[src/sv/isotp_pkg.sv]
// shared constants, types and helpers for the segmented sender
package isotp_pkg;

  localparam int PAYLOAD_MAX = 64;
  localparam int LEN_W = $clog2(PAYLOAD_MAX + 1);
  localparam int HEAD_BYTES = 6;
  localparam int CF_BYTES = 7;
  localparam int ROWS = PAYLOAD_MAX / CF_BYTES;
  localparam int ROW_W = (ROWS > 1) ? $clog2(ROWS) : 1;
  localparam int ROW_BITS = CF_BYTES * 8;
  localparam int HEAD_IDX_W = $clog2(HEAD_BYTES);
  localparam int LANE_W = $clog2(CF_BYTES);

  localparam logic [1:0] OP_LOAD  = 2'd0;
  localparam logic [1:0] OP_FRAME = 2'd1;
  localparam logic [1:0] OP_TICK  = 2'd2;

  localparam logic [1:0] EV_FRAME   = 2'd0;
  localparam logic [1:0] EV_TIMEOUT = 2'd1;
  localparam logic [1:0] EV_ABORT   = 2'd2;

  localparam logic [1:0] CFG_TX_ID      = 2'd0;
  localparam logic [1:0] CFG_FC_SRC_ID  = 2'd1;
  localparam logic [1:0] CFG_FC_TIMEOUT = 2'd2;

  localparam logic [3:0] FC_CTS   = 4'h0;
  localparam logic [3:0] FC_WAIT  = 4'h1;
  localparam logic [3:0] FC_ABORT = 4'h2;

  localparam logic [7:0] PCI_FF = 8'h10;
  localparam logic [7:0] PCI_CF = 8'h20;
  localparam logic [3:0] PCI_FC_NIBBLE = 4'h3;
  localparam logic [3:0] FC_MIN_LEN = 4'd3;

  localparam logic [7:0] STMIN_MS_MAX = 8'h7F;
  localparam logic [7:0] STMIN_US_LO  = 8'hF1;
  localparam logic [7:0] STMIN_US_HI  = 8'hF9;

  localparam logic [10:0] TX_ID_RST      = 11'd2024;
  localparam logic [10:0] FC_SRC_ID_RST  = 11'd2016;
  localparam logic [15:0] FC_TIMEOUT_RST = 16'd1000;

  typedef logic [ROW_BITS-1:0] row_t;

  function automatic logic [6:0] map_stmin(input logic [7:0] code);
    logic [6:0] r;
    if (code <= STMIN_MS_MAX) r = code[6:0];
    else if (code >= STMIN_US_LO && code <= STMIN_US_HI) r = 7'd1;
    else r = 7'd0;
    return r;
  endfunction

endpackage

[src/sv/isotp_ram.sv]
// generic single write port ram with registered read
module isotp_ram #(
  parameter int WIDTH = 8,
  parameter int DEPTH = 16,
  parameter int AW = (DEPTH > 1) ? $clog2(DEPTH) : 1
) (
  input  logic             clk,
  input  logic             we,
  input  logic [AW-1:0]    waddr,
  input  logic [WIDTH-1:0] wdata,
  input  logic [AW-1:0]    raddr,
  output logic [WIDTH-1:0] rdata
);

  logic [WIDTH-1:0] mem [DEPTH];

  always_ff @(posedge clk) begin
    if (we) begin
      mem[waddr] <= wdata;
    end
    rdata <= mem[raddr];
  end

endmodule

[src/sv/isotp_segmented_sender.sv]
// iso-tp sending side: payload loading, flow control handling, frame output
//
// one input channel carries three kinds of beat: a payload byte (loaded only
// while idle), a received can frame (looked at only while waiting for flow
// control) and a 1 ms tick. a byte marked last starts the transfer: a single
// frame for up to 7 bytes, else a first frame and a wait for flow control.
// consecutive frames then leave one per tick, after separation time and
// block size. each input beat gives at most one output beat: a sent frame,
// a flow control timeout or an abort by the tester.
// a beat is taken every cycle while in_ready is high; its result appears on
// the output register the cycle after acceptance. bytes 0..5 of the payload
// sit in flops, the rest in a ram of 7-byte rows, one row per consecutive
// frame; the row for the next consecutive frame is read ahead of its tick.
// when the output register holds a result that is not taken, in_ready drops
// until it is taken. the config port is always ready.
// reset clears control state and loads the register defaults; no memory
// clearing pass is needed.
module isotp_segmented_sender (
  input  logic        clk,
  input  logic        rst,
  input  logic        in_valid,
  output logic        in_ready,
  input  logic [1:0]  opcode,
  input  logic [7:0]  data_byte,
  input  logic        last_byte,
  input  logic [10:0] rx_id,
  input  logic [3:0]  rx_len,
  input  logic [7:0]  rx_pci,
  input  logic [7:0]  rx_block_size,
  input  logic [7:0]  rx_sep_time,
  output logic        out_valid,
  input  logic        out_ready,
  output logic [1:0]  event_res,
  output logic [10:0] frame_id,
  output logic [63:0] frame_bytes,
  input  logic        cfg_valid,
  output logic        cfg_ready,
  input  logic [1:0]  cfg_index,
  input  logic [15:0] cfg_data
);
  import isotp_pkg::*;

  typedef enum logic [1:0] {PH_IDLE, PH_WAIT, PH_SEND} phase_t;

  phase_t phase, phase_next;
  logic [10:0] tx_id, fc_src_id;
  logic [15:0] fc_timeout_ticks;
  logic [LEN_W-1:0] payload_len, payload_len_next;
  logic [LEN_W-1:0] send_offset, send_offset_next;
  logic [ROW_W-1:0] cf_row, cf_row_next;
  logic [ROW_W-1:0] load_row, load_row_next;
  logic [LANE_W-1:0] load_lane, load_lane_next;
  logic [3:0] seq_number, seq_number_next;
  logic [7:0] block_limit, block_limit_next;
  logic [7:0] block_count, block_count_next;
  logic [6:0] sep_ticks, sep_ticks_next;
  logic [7:0] gap_count, gap_count_next;
  logic first_after_fc, first_after_fc_next;
  logic [15:0] wait_count, wait_count_next;
  logic [7:0] head [HEAD_BYTES];
  logic [7:0] head_next [HEAD_BYTES];
  logic [7:0] asm_row [CF_BYTES];
  logic [7:0] asm_row_next [CF_BYTES];

  logic accept;
  logic emit;
  logic [1:0] emit_ev;
  logic [7:0] fb [8];
  logic [63:0] fb_packed;
  logic ram_we;
  row_t ram_wdata, ram_rdata;

  logic store;
  logic [LEN_W-1:0] len_new;
  logic [11:0] len_ext;
  logic [7:0] gap_inc;
  logic [15:0] wait_inc;
  logic [7:0] bc_inc;
  logic cf_done;
  logic [LEN_W:0] off_ext;
  logic fc_ok;

  assign in_ready = !out_valid || out_ready;
  assign cfg_ready = 1'b1;
  assign accept = in_valid && in_ready;

  isotp_ram #(.WIDTH(ROW_BITS), .DEPTH(ROWS), .AW(ROW_W)) u_rows (
    .clk   (clk),
    .we    (ram_we),
    .waddr (load_row),
    .wdata (ram_wdata),
    .raddr (cf_row_next),
    .rdata (ram_rdata)
  );

  always_comb begin
    phase_next = phase;
    payload_len_next = payload_len;
    send_offset_next = send_offset;
    cf_row_next = cf_row;
    load_row_next = load_row;
    load_lane_next = load_lane;
    seq_number_next = seq_number;
    block_limit_next = block_limit;
    block_count_next = block_count;
    sep_ticks_next = sep_ticks;
    gap_count_next = gap_count;
    first_after_fc_next = first_after_fc;
    wait_count_next = wait_count;
    head_next = head;
    asm_row_next = asm_row;
    emit = 1'b0;
    emit_ev = EV_FRAME;
    for (int i = 0; i < 8; i++) fb[i] = 8'h00;
    ram_we = 1'b0;
    ram_wdata = '0;
    store = payload_len < LEN_W'(PAYLOAD_MAX);
    len_new = store ? payload_len + LEN_W'(1) : payload_len;
    len_ext = 12'(len_new);
    gap_inc = (gap_count == 8'hFF) ? gap_count : gap_count + 8'd1;
    wait_inc = (wait_count == 16'hFFFF) ? wait_count : wait_count + 16'd1;
    bc_inc = block_count + 8'd1;
    off_ext = {1'b0, send_offset} + (LEN_W+1)'(CF_BYTES);
    cf_done = off_ext >= {1'b0, payload_len};
    fc_ok = (rx_id == fc_src_id) && (rx_len >= FC_MIN_LEN)
            && (rx_pci[7:4] == PCI_FC_NIBBLE);

    if (accept) begin
      case (opcode)
        OP_LOAD: begin
          if (phase == PH_IDLE) begin
            if (store) begin
              if (payload_len < LEN_W'(HEAD_BYTES)) begin
                head_next[payload_len[HEAD_IDX_W-1:0]] = data_byte;
              end else begin
                asm_row_next[load_lane] = data_byte;
                for (int j = 0; j < CF_BYTES; j++) begin
                  ram_wdata[8*j +: 8] = asm_row_next[j];
                end
                if (load_lane == LANE_W'(CF_BYTES - 1) || last_byte
                    || len_new == LEN_W'(PAYLOAD_MAX)) begin
                  ram_we = 1'b1;
                end
                if (load_lane == LANE_W'(CF_BYTES - 1)) begin
                  load_lane_next = '0;
                  load_row_next = load_row + ROW_W'(1);
                end else begin
                  load_lane_next = load_lane + LANE_W'(1);
                end
              end
            end
            payload_len_next = len_new;
            if (last_byte) begin
              emit = 1'b1;
              if (len_new <= LEN_W'(CF_BYTES)) begin
                fb[0] = 8'(len_new);
                for (int i = 0; i < HEAD_BYTES; i++) begin
                  if (LEN_W'(i) < len_new) fb[i+1] = head_next[i];
                end
                if (len_new == LEN_W'(CF_BYTES)) fb[CF_BYTES] = data_byte;
                phase_next = PH_IDLE;
                payload_len_next = '0;
                load_lane_next = '0;
                load_row_next = '0;
              end else begin
                fb[0] = PCI_FF | {4'h0, len_ext[11:8]};
                fb[1] = len_ext[7:0];
                for (int i = 0; i < HEAD_BYTES; i++) fb[i+2] = head_next[i];
                send_offset_next = LEN_W'(HEAD_BYTES);
                cf_row_next = '0;
                seq_number_next = 4'd1;
                block_limit_next = '0;
                block_count_next = '0;
                sep_ticks_next = '0;
                gap_count_next = '0;
                first_after_fc_next = 1'b1;
                wait_count_next = '0;
                phase_next = PH_WAIT;
              end
            end
          end
        end
        OP_FRAME: begin
          if (phase == PH_WAIT && fc_ok) begin
            case (rx_pci[3:0])
              FC_CTS: begin
                block_limit_next = rx_block_size;
                sep_ticks_next = map_stmin(rx_sep_time);
                block_count_next = '0;
                gap_count_next = '0;
                first_after_fc_next = 1'b1;
                phase_next = PH_SEND;
              end
              FC_WAIT: begin
                wait_count_next = '0;
              end
              FC_ABORT: begin
                emit = 1'b1;
                emit_ev = EV_ABORT;
                phase_next = PH_IDLE;
                payload_len_next = '0;
                load_lane_next = '0;
                load_row_next = '0;
              end
              default: begin
              end
            endcase
          end
        end
        OP_TICK: begin
          if (phase == PH_WAIT) begin
            wait_count_next = wait_inc;
            if (wait_inc >= fc_timeout_ticks) begin
              emit = 1'b1;
              emit_ev = EV_TIMEOUT;
              phase_next = PH_IDLE;
              payload_len_next = '0;
              load_lane_next = '0;
              load_row_next = '0;
            end
          end else if (phase == PH_SEND) begin
            if (!first_after_fc) gap_count_next = gap_inc;
            if (first_after_fc || gap_inc >= {1'b0, sep_ticks}) begin
              emit = 1'b1;
              fb[0] = PCI_CF | {4'h0, seq_number};
              seq_number_next = seq_number + 4'd1;
              for (int j = 0; j < CF_BYTES; j++) begin
                if (({1'b0, send_offset} + (LEN_W+1)'(j)) < {1'b0, payload_len}) begin
                  fb[j+1] = ram_rdata[8*j +: 8];
                end
              end
              gap_count_next = '0;
              first_after_fc_next = 1'b0;
              send_offset_next = off_ext[LEN_W-1:0];
              cf_row_next = cf_row + ROW_W'(1);
              if (cf_done) begin
                phase_next = PH_IDLE;
                payload_len_next = '0;
                load_lane_next = '0;
                load_row_next = '0;
                cf_row_next = '0;
              end else if (block_limit != 8'd0) begin
                block_count_next = bc_inc;
                if (bc_inc >= block_limit) begin
                  block_count_next = '0;
                  wait_count_next = '0;
                  phase_next = PH_WAIT;
                end
              end
            end
          end
        end
        default: begin
        end
      endcase
    end

    for (int i = 0; i < 8; i++) fb_packed[63-8*i -: 8] = fb[i];
  end

  always_ff @(posedge clk) begin
    if (rst) begin
      phase <= PH_IDLE;
      payload_len <= '0;
      send_offset <= '0;
      cf_row <= '0;
      load_row <= '0;
      load_lane <= '0;
      seq_number <= 4'd1;
      block_limit <= '0;
      block_count <= '0;
      sep_ticks <= '0;
      gap_count <= '0;
      first_after_fc <= 1'b1;
      wait_count <= '0;
      tx_id <= TX_ID_RST;
      fc_src_id <= FC_SRC_ID_RST;
      fc_timeout_ticks <= FC_TIMEOUT_RST;
      out_valid <= 1'b0;
    end else begin
      phase <= phase_next;
      payload_len <= payload_len_next;
      send_offset <= send_offset_next;
      cf_row <= cf_row_next;
      load_row <= load_row_next;
      load_lane <= load_lane_next;
      seq_number <= seq_number_next;
      block_limit <= block_limit_next;
      block_count <= block_count_next;
      sep_ticks <= sep_ticks_next;
      gap_count <= gap_count_next;
      first_after_fc <= first_after_fc_next;
      wait_count <= wait_count_next;
      if (cfg_valid && cfg_ready) begin
        unique case (cfg_index)
          CFG_TX_ID:      tx_id <= cfg_data[10:0];
          CFG_FC_SRC_ID:  fc_src_id <= cfg_data[10:0];
          CFG_FC_TIMEOUT: fc_timeout_ticks <= cfg_data;
          default: begin
          end
        endcase
      end
      if (emit) begin
        out_valid <= 1'b1;
      end else if (out_ready) begin
        out_valid <= 1'b0;
      end
    end
    head <= head_next;
    asm_row <= asm_row_next;
    if (emit) begin
      event_res <= emit_ev;
      frame_id <= (emit_ev == EV_FRAME) ? tx_id : 11'd0;
      frame_bytes <= fb_packed;
    end
  end

endmodule
[config.mk]
export PLATFORM = sky130hd
export DESIGN_NAME = isotp_segmented_sender
export DESIGN_NICKNAME = d
export VERILOG_FILES = /design/src/sv/isotp_pkg.sv /design/src/sv/isotp_ram.sv /design/src/sv/isotp_segmented_sender.sv
export SDC_FILE = /design/constraint.sdc
export NUM_CORES = 1
export LEC_CHECK = 0
export ABC_AREA = 1
export BUFFER_PORTS_ARGS = -buffer_cell sky130_fd_sc_hd__buf_4
export CORE_MARGIN = 5
export CORE_UTILIZATION = 35
export DETAILED_ROUTE_END_ITERATION = 10
export HOLD_SLACK_MARGIN = 0.06
export SLEW_MARGIN = 20
export SYNTH_ARGS = -nofsm -noshare
export SYNTH_HDL_FRONTEND = slang
export SYNTH_SLANG_ARGS = --single-unit
[constraint.sdc]
create_clock -name clk -period 11.4 [get_ports clk]
set_input_delay 1.71 -clock clk [delete_from_list [all_inputs] [get_ports clk]]
set_output_delay 1.71 -clock clk [all_outputs]
set_load 0.01 [all_outputs]
==> impl_summary.md <==
Run status
The flow ran to the end, and the final reports show no timing, DRC or antenna violations.

Setup path
The worst flop-to-flop path endpoint is u_rows.rdata[14]$_DFF_P_. The startpoint-to-endpoint class of the critical path is input port to flip-flop. The launch instance of the worst register-to-register path is gap_count[0]$_SDFFE_PP0P_. The maximum fanout count along the critical path is 109.

STA classifies the critical path startpoint as an input port. The worst register-to-register path has a depth of 25. STA classifies the critical path endpoint as a flip-flop. The slack of the worst reg-to-reg path is 4.94 ns.

At the worst endpoint, the required time is 11.92 ns. The data arrival time of the critical path is 6.99 ns.

Floorplan
The I/O pin count is 153. The x dimension of the die is 347.5 um. In this run the core area contains 123 standard-cell rows. The die area is 120800 um^2. For this configuration, the core starts out at a cell density of 35.35%.

After floorplanning, the core was sized to cover 112800 um^2. From bottom edge to top edge, the die measures 347.5 um.

GRT
The via count of the first global-routing pass is 28140. The aggregate global-route resource usage is 19.20%. The wire length of the first global-routing pass is 177500 um. The total overflow left after global routing is 0.

The number of antenna violations at the first check in global routing is 3. Entering global routing, the biggest net connects 110 pins.

STA
For the final routed database, the setup TNS stands at 0 ns. For the pin with the worst max-slew slack, the measured transition is 1.167 ns. The achievable clock frequency is 154.6 MHz. The post-layout worst setup margin is 4.931 ns. The number of hold-slack violations in the final timing report is 0. The share of the cycle needed by the critical path after routing is 56.74%. The max-slew violation count is 0. The number of setup violations in the final report is 0. The worst slew slack as a fraction of its limit is 21.59%. Counting I/O delays and the setup requirement, the final critical path takes 6.469 ns. Setup repair after global routing left no endpoint under its margin. Across all hold checks on the routed design, the worst slack comes to 0.4256 ns.

On the final layout, the worst clock skew is 0.04806 ns.

Clock tree
The total of cells resized after clock tree synthesis is 0. In this run, post-CTS hold repair placed 0 buffers. The H-tree generated during clock tree synthesis spans 3 levels. The clock-pin slew reported for the worst setup and hold paths after clock tree synthesis is 0.06 ns.

Counting along the longest clock path gives a buffer depth of 3. The clock reaches the later pin of the worst-skew pair after 0.68 ns. The clock root buffer is clkbuf_16. The number of buffers inserted during clock tree synthesis is 90. Clock tree synthesis found a total of 858 sinks. TritonCTS built the clock tree.

Buffers added to address setup during post-CTS repair amount to 0.

Power
The portion of total power attributed to sequential cells is 48.6%. In this run switching power makes up 25.24% of total power. The highest ir drop seen on vdd is 0.1093 mV. Per report_power, the combinational group accounts for 10.0% of the total.

Summed over all nets, the switching power comes to 1811 uW. For this design the static power due to leakage is 0.01865 uW. For this design the ratio of total power to cell area is 158.0 nW/um^2. The clock network accounts for 41.4% of the total power. The internal power contribution is 5361 uW.

Logic synthesis
The fraction of registers with async set or reset after synthesis is 0%. The count of yosys warnings during synthesis is 0. The synthesized netlist cell count is 4139.

A synthesized cell averages 9.635 um^2. In this run the biggest area consumer among cell types represents 51.51% of the synthesized area. The post-synthesis register bit count is 858. By area the synthesized netlist is led by edfxtp_1, dfxtp_1, nand3_1, nand2_1, inv_1. The summed instance area of the synthesized netlist is 39880 um^2.

The number of enable-type register cells in the synthesized netlist is 684. Synthesis instantiated 56 different standard cells from the library. edfxtp_1 takes more of the synthesized area than any other cell. The top flip-flop cell by instance count after synthesis is edfxtp_1. The sequential share of the synthesized area is 60.24%.

Drt
The remaining number of nets flagged by the antenna check after routing is 0. Detailed routing placed a total of 55270 um of wire on met2. The mean number of vias per cell is 5.130. After detailed routing, the wire length on met1 is 50170 um. The routed length per instance is 20.75 um. The final wirelength is 120500 um.

The first detailed-routing pass ran for 5 iterations. After detailed routing, the number of remaining DRC violations is 0. The DRC violation total after the first TritonRoute iteration is 3046. Wire segments on met3 add up to 11420 um in the final route. Signal routing reaches up to met4. For this block, the via count after detailed routing is 29780.

Cells and area
The finished layout holds 5805 standard cells, fillers aside. The post-route standard cell area excluding fillers is 45380 um^2. The final layout net count is 4407. In the final layout, the multi-input gates occupy 12670 um^2. The area added between synthesis and finish is 13.81%. The fraction of layout instances using a drive strength above 1 is 9.108%. The register area is 24020 um^2.

The filler cell count in the final layout is 10960.

Hold path
The hold-critical path depth is 2. The worst hold path endpoint is u_rows.rdata[2]$_DFF_P_. The worst hold-check path type is flip-flop to flip-flop.

The startpoint identified for the worst hold timing path is u_rows.mem[8][2]$_DFFE_PP_.

Place
Including well taps, the total number of placed cells is 5639. The HPWL after detailed placement is 72600 um. Timing analysis after detailed placement gives a worst setup slack of 4.344 ns. Input and output buffers added on the ports amount to 150.

The routability congestion estimate from global placement is 0.9077. The placed instances occupy a cell area of 42390 um^2.

Job
Across the run, the number of max-cap violations was 0.
-- metrics by stage --
stage	utilization [%]	total power (uW)
after floorplan	-	4006
after global placement	37.57	4243
after detailed placement	37.57	4255
after CTS	40.23	7200
after global routing	40.23	7428
final	40.23	7172
-- placed cells by master (no fill, tap or decap), types with 6 or more instances in the layout --
master	count
edfxtp_1	684
nor3b_1	6
nor2_2	8
a32oi_1	8
a21oi_1	186
or2_2	14
clkbuf_16	93
nand3_1	626
ha_1	103
nand2_1	775
nor3_1	54
o21ai_0	160
a22oi_1	7
nand3b_1	6
a211oi_1	23
nand4_1	34
dfxtp_1	174
buf_4	198
clkinv_1	15
clkbuf_8	11
nand2_4	6
clkinv_2	14
nor4_1	8
a31oi_1	13
bufinv_16	6
o211ai_1	23
nor2_1	254
xor2_1	47
clkbuf_1	24
a211o_1	11
nand2_2	9
nor3_2	8
o21a_1	19
inv_1	609
-- state kept, by name, summed over array words and instances (netlist names), 2 cells and up --
| name | flops |
|---|---|
| head | 48 |
| wait_count | 16 |
| block_count | 8 |
| cf_row | 4 |
| phase | 2 |
| payload_len | 7 |
| u_rows.rdata | 56 |
| frame_id | 11 |
| block_limit | 8 |
| asm_row | 56 |
| event_res | 2 |
| load_row | 4 |
| frame_bytes | 63 |
| tx_id | 11 |
| u_rows.mem | 504 |
| load_lane | 3 |
| send_offset | 7 |
| fc_timeout_ticks | 16 |
| gap_count | 8 |
| sep_ticks | 7 |
| seq_number | 4 |
| fc_src_id | 11 |
-- cells in the mapped netlist (3+ instances only) --
library cell,count
a211o_1,11
a211oi_1,24
a21boi_0,5
a21o_1,5
a21oi_1,186
a22oi_1,7
a31oi_1,13
a32oi_1,8
buf_1,7
buf_2,65
buf_4,20
buf_6,10
clkbuf_1,96
clkinv_1,3
dfxtp_1,174
edfxtp_1,684
ha_1,103
inv_1,612
inv_2,5
nand2_1,778
nand2_2,7
nand2_4,7
nand3_1,626
nand3b_1,6
nand4_1,34
nor2_1,258
nor2_2,6
nor3_1,62
nor3b_1,6
nor4_1,9
o211ai_1,23
o21a_1,19
o21ai_0,160
o21ai_1,5
o21bai_1,5
o22ai_1,3
or2_2,14
xnor2_1,5
xor2_1,47
-- power by group through the flow --
stage,clock network (uW),logic (uW),registers [uW]
floorplan,0,480,3530
global placement,0,694,3550
detailed placement,0,705,3550
CTS,3010,710,3480
global route,3140,799,3490
finish,2970,715,3490
-- cell type report --
type                    count  share of cell area, %
flip-flops and latches    858                  52.93
multi-input cells        2463                  27.93
clock buffers             128                  5.660
inverters                 620                  5.136
well taps                1500                  4.135
repair buffers            198                  3.275
clock inverters            37                 0.9291
diodes                      1               0.005514
-- cell families (layout without fill, tap and decap cells) --
| family | after synthesis | in the layout | share of synthesized area, % |
|---|---|---|---|
| xor gates and xnor gates | 52 | 52 | 1.142 |
| and+or+nand+nor | 1822 | 1822 | 20.12 |
| other | 2 | 4 | 0.01883 |
| AOI/OAI and AO/OA | 483 | 483 | 6.928 |
| buffers and inverters | 819 | 983 | 8.318 |
| adders and majority gates | 103 | 103 | 3.232 |
| DFF | 858 | 858 | 60.24 |
-- worst max path at each step --
stage / start / end
final: opcode[0] / u_rows.rdata[14]$_DFF_P_
after global routing: gap_count[0]$_SDFFE_PP0P_ / u_rows.rdata[0]$_DFF_P_
after CTS: gap_count[0]$_SDFFE_PP0P_ / u_rows.rdata[11]$_DFF_P_
after detailed placement: opcode[0] / u_rows.rdata[10]$_DFF_P_
after global placement: opcode[0] / u_rows.rdata[11]$_DFF_P_
after floorplan: out_ready / u_rows.mem[0][0]$_DFFE_PP_
-- critical path, cell delays in order --
cell	delay, ns
buf_4	0.12
inv_1	0.07
ha_1	0.65
inv_2	0.23
nor3_1	0.32
nand2_2	0.18
inv_1	0.73
nand2_4	0.60
nand2_8	0.81
inv_2	0.49
buf_4	0.48
nand3_1	0.19
nand3_1	0.09
nand3_1	0.12
nand2_1	0.06
-- routing by layer --
| layer | vias up | track usage, % |
|---|---|---|
| li1 | 14090 | - |
| met1 | 14250 | 25.75 |
| met2 | 1225 | 30.97 |
| met3 | 213 | 4.467 |
| met4 | 0 | 6.131 |
| met5 | - | 0 |
Note: power is estimated with default switching activity, not from simulation.
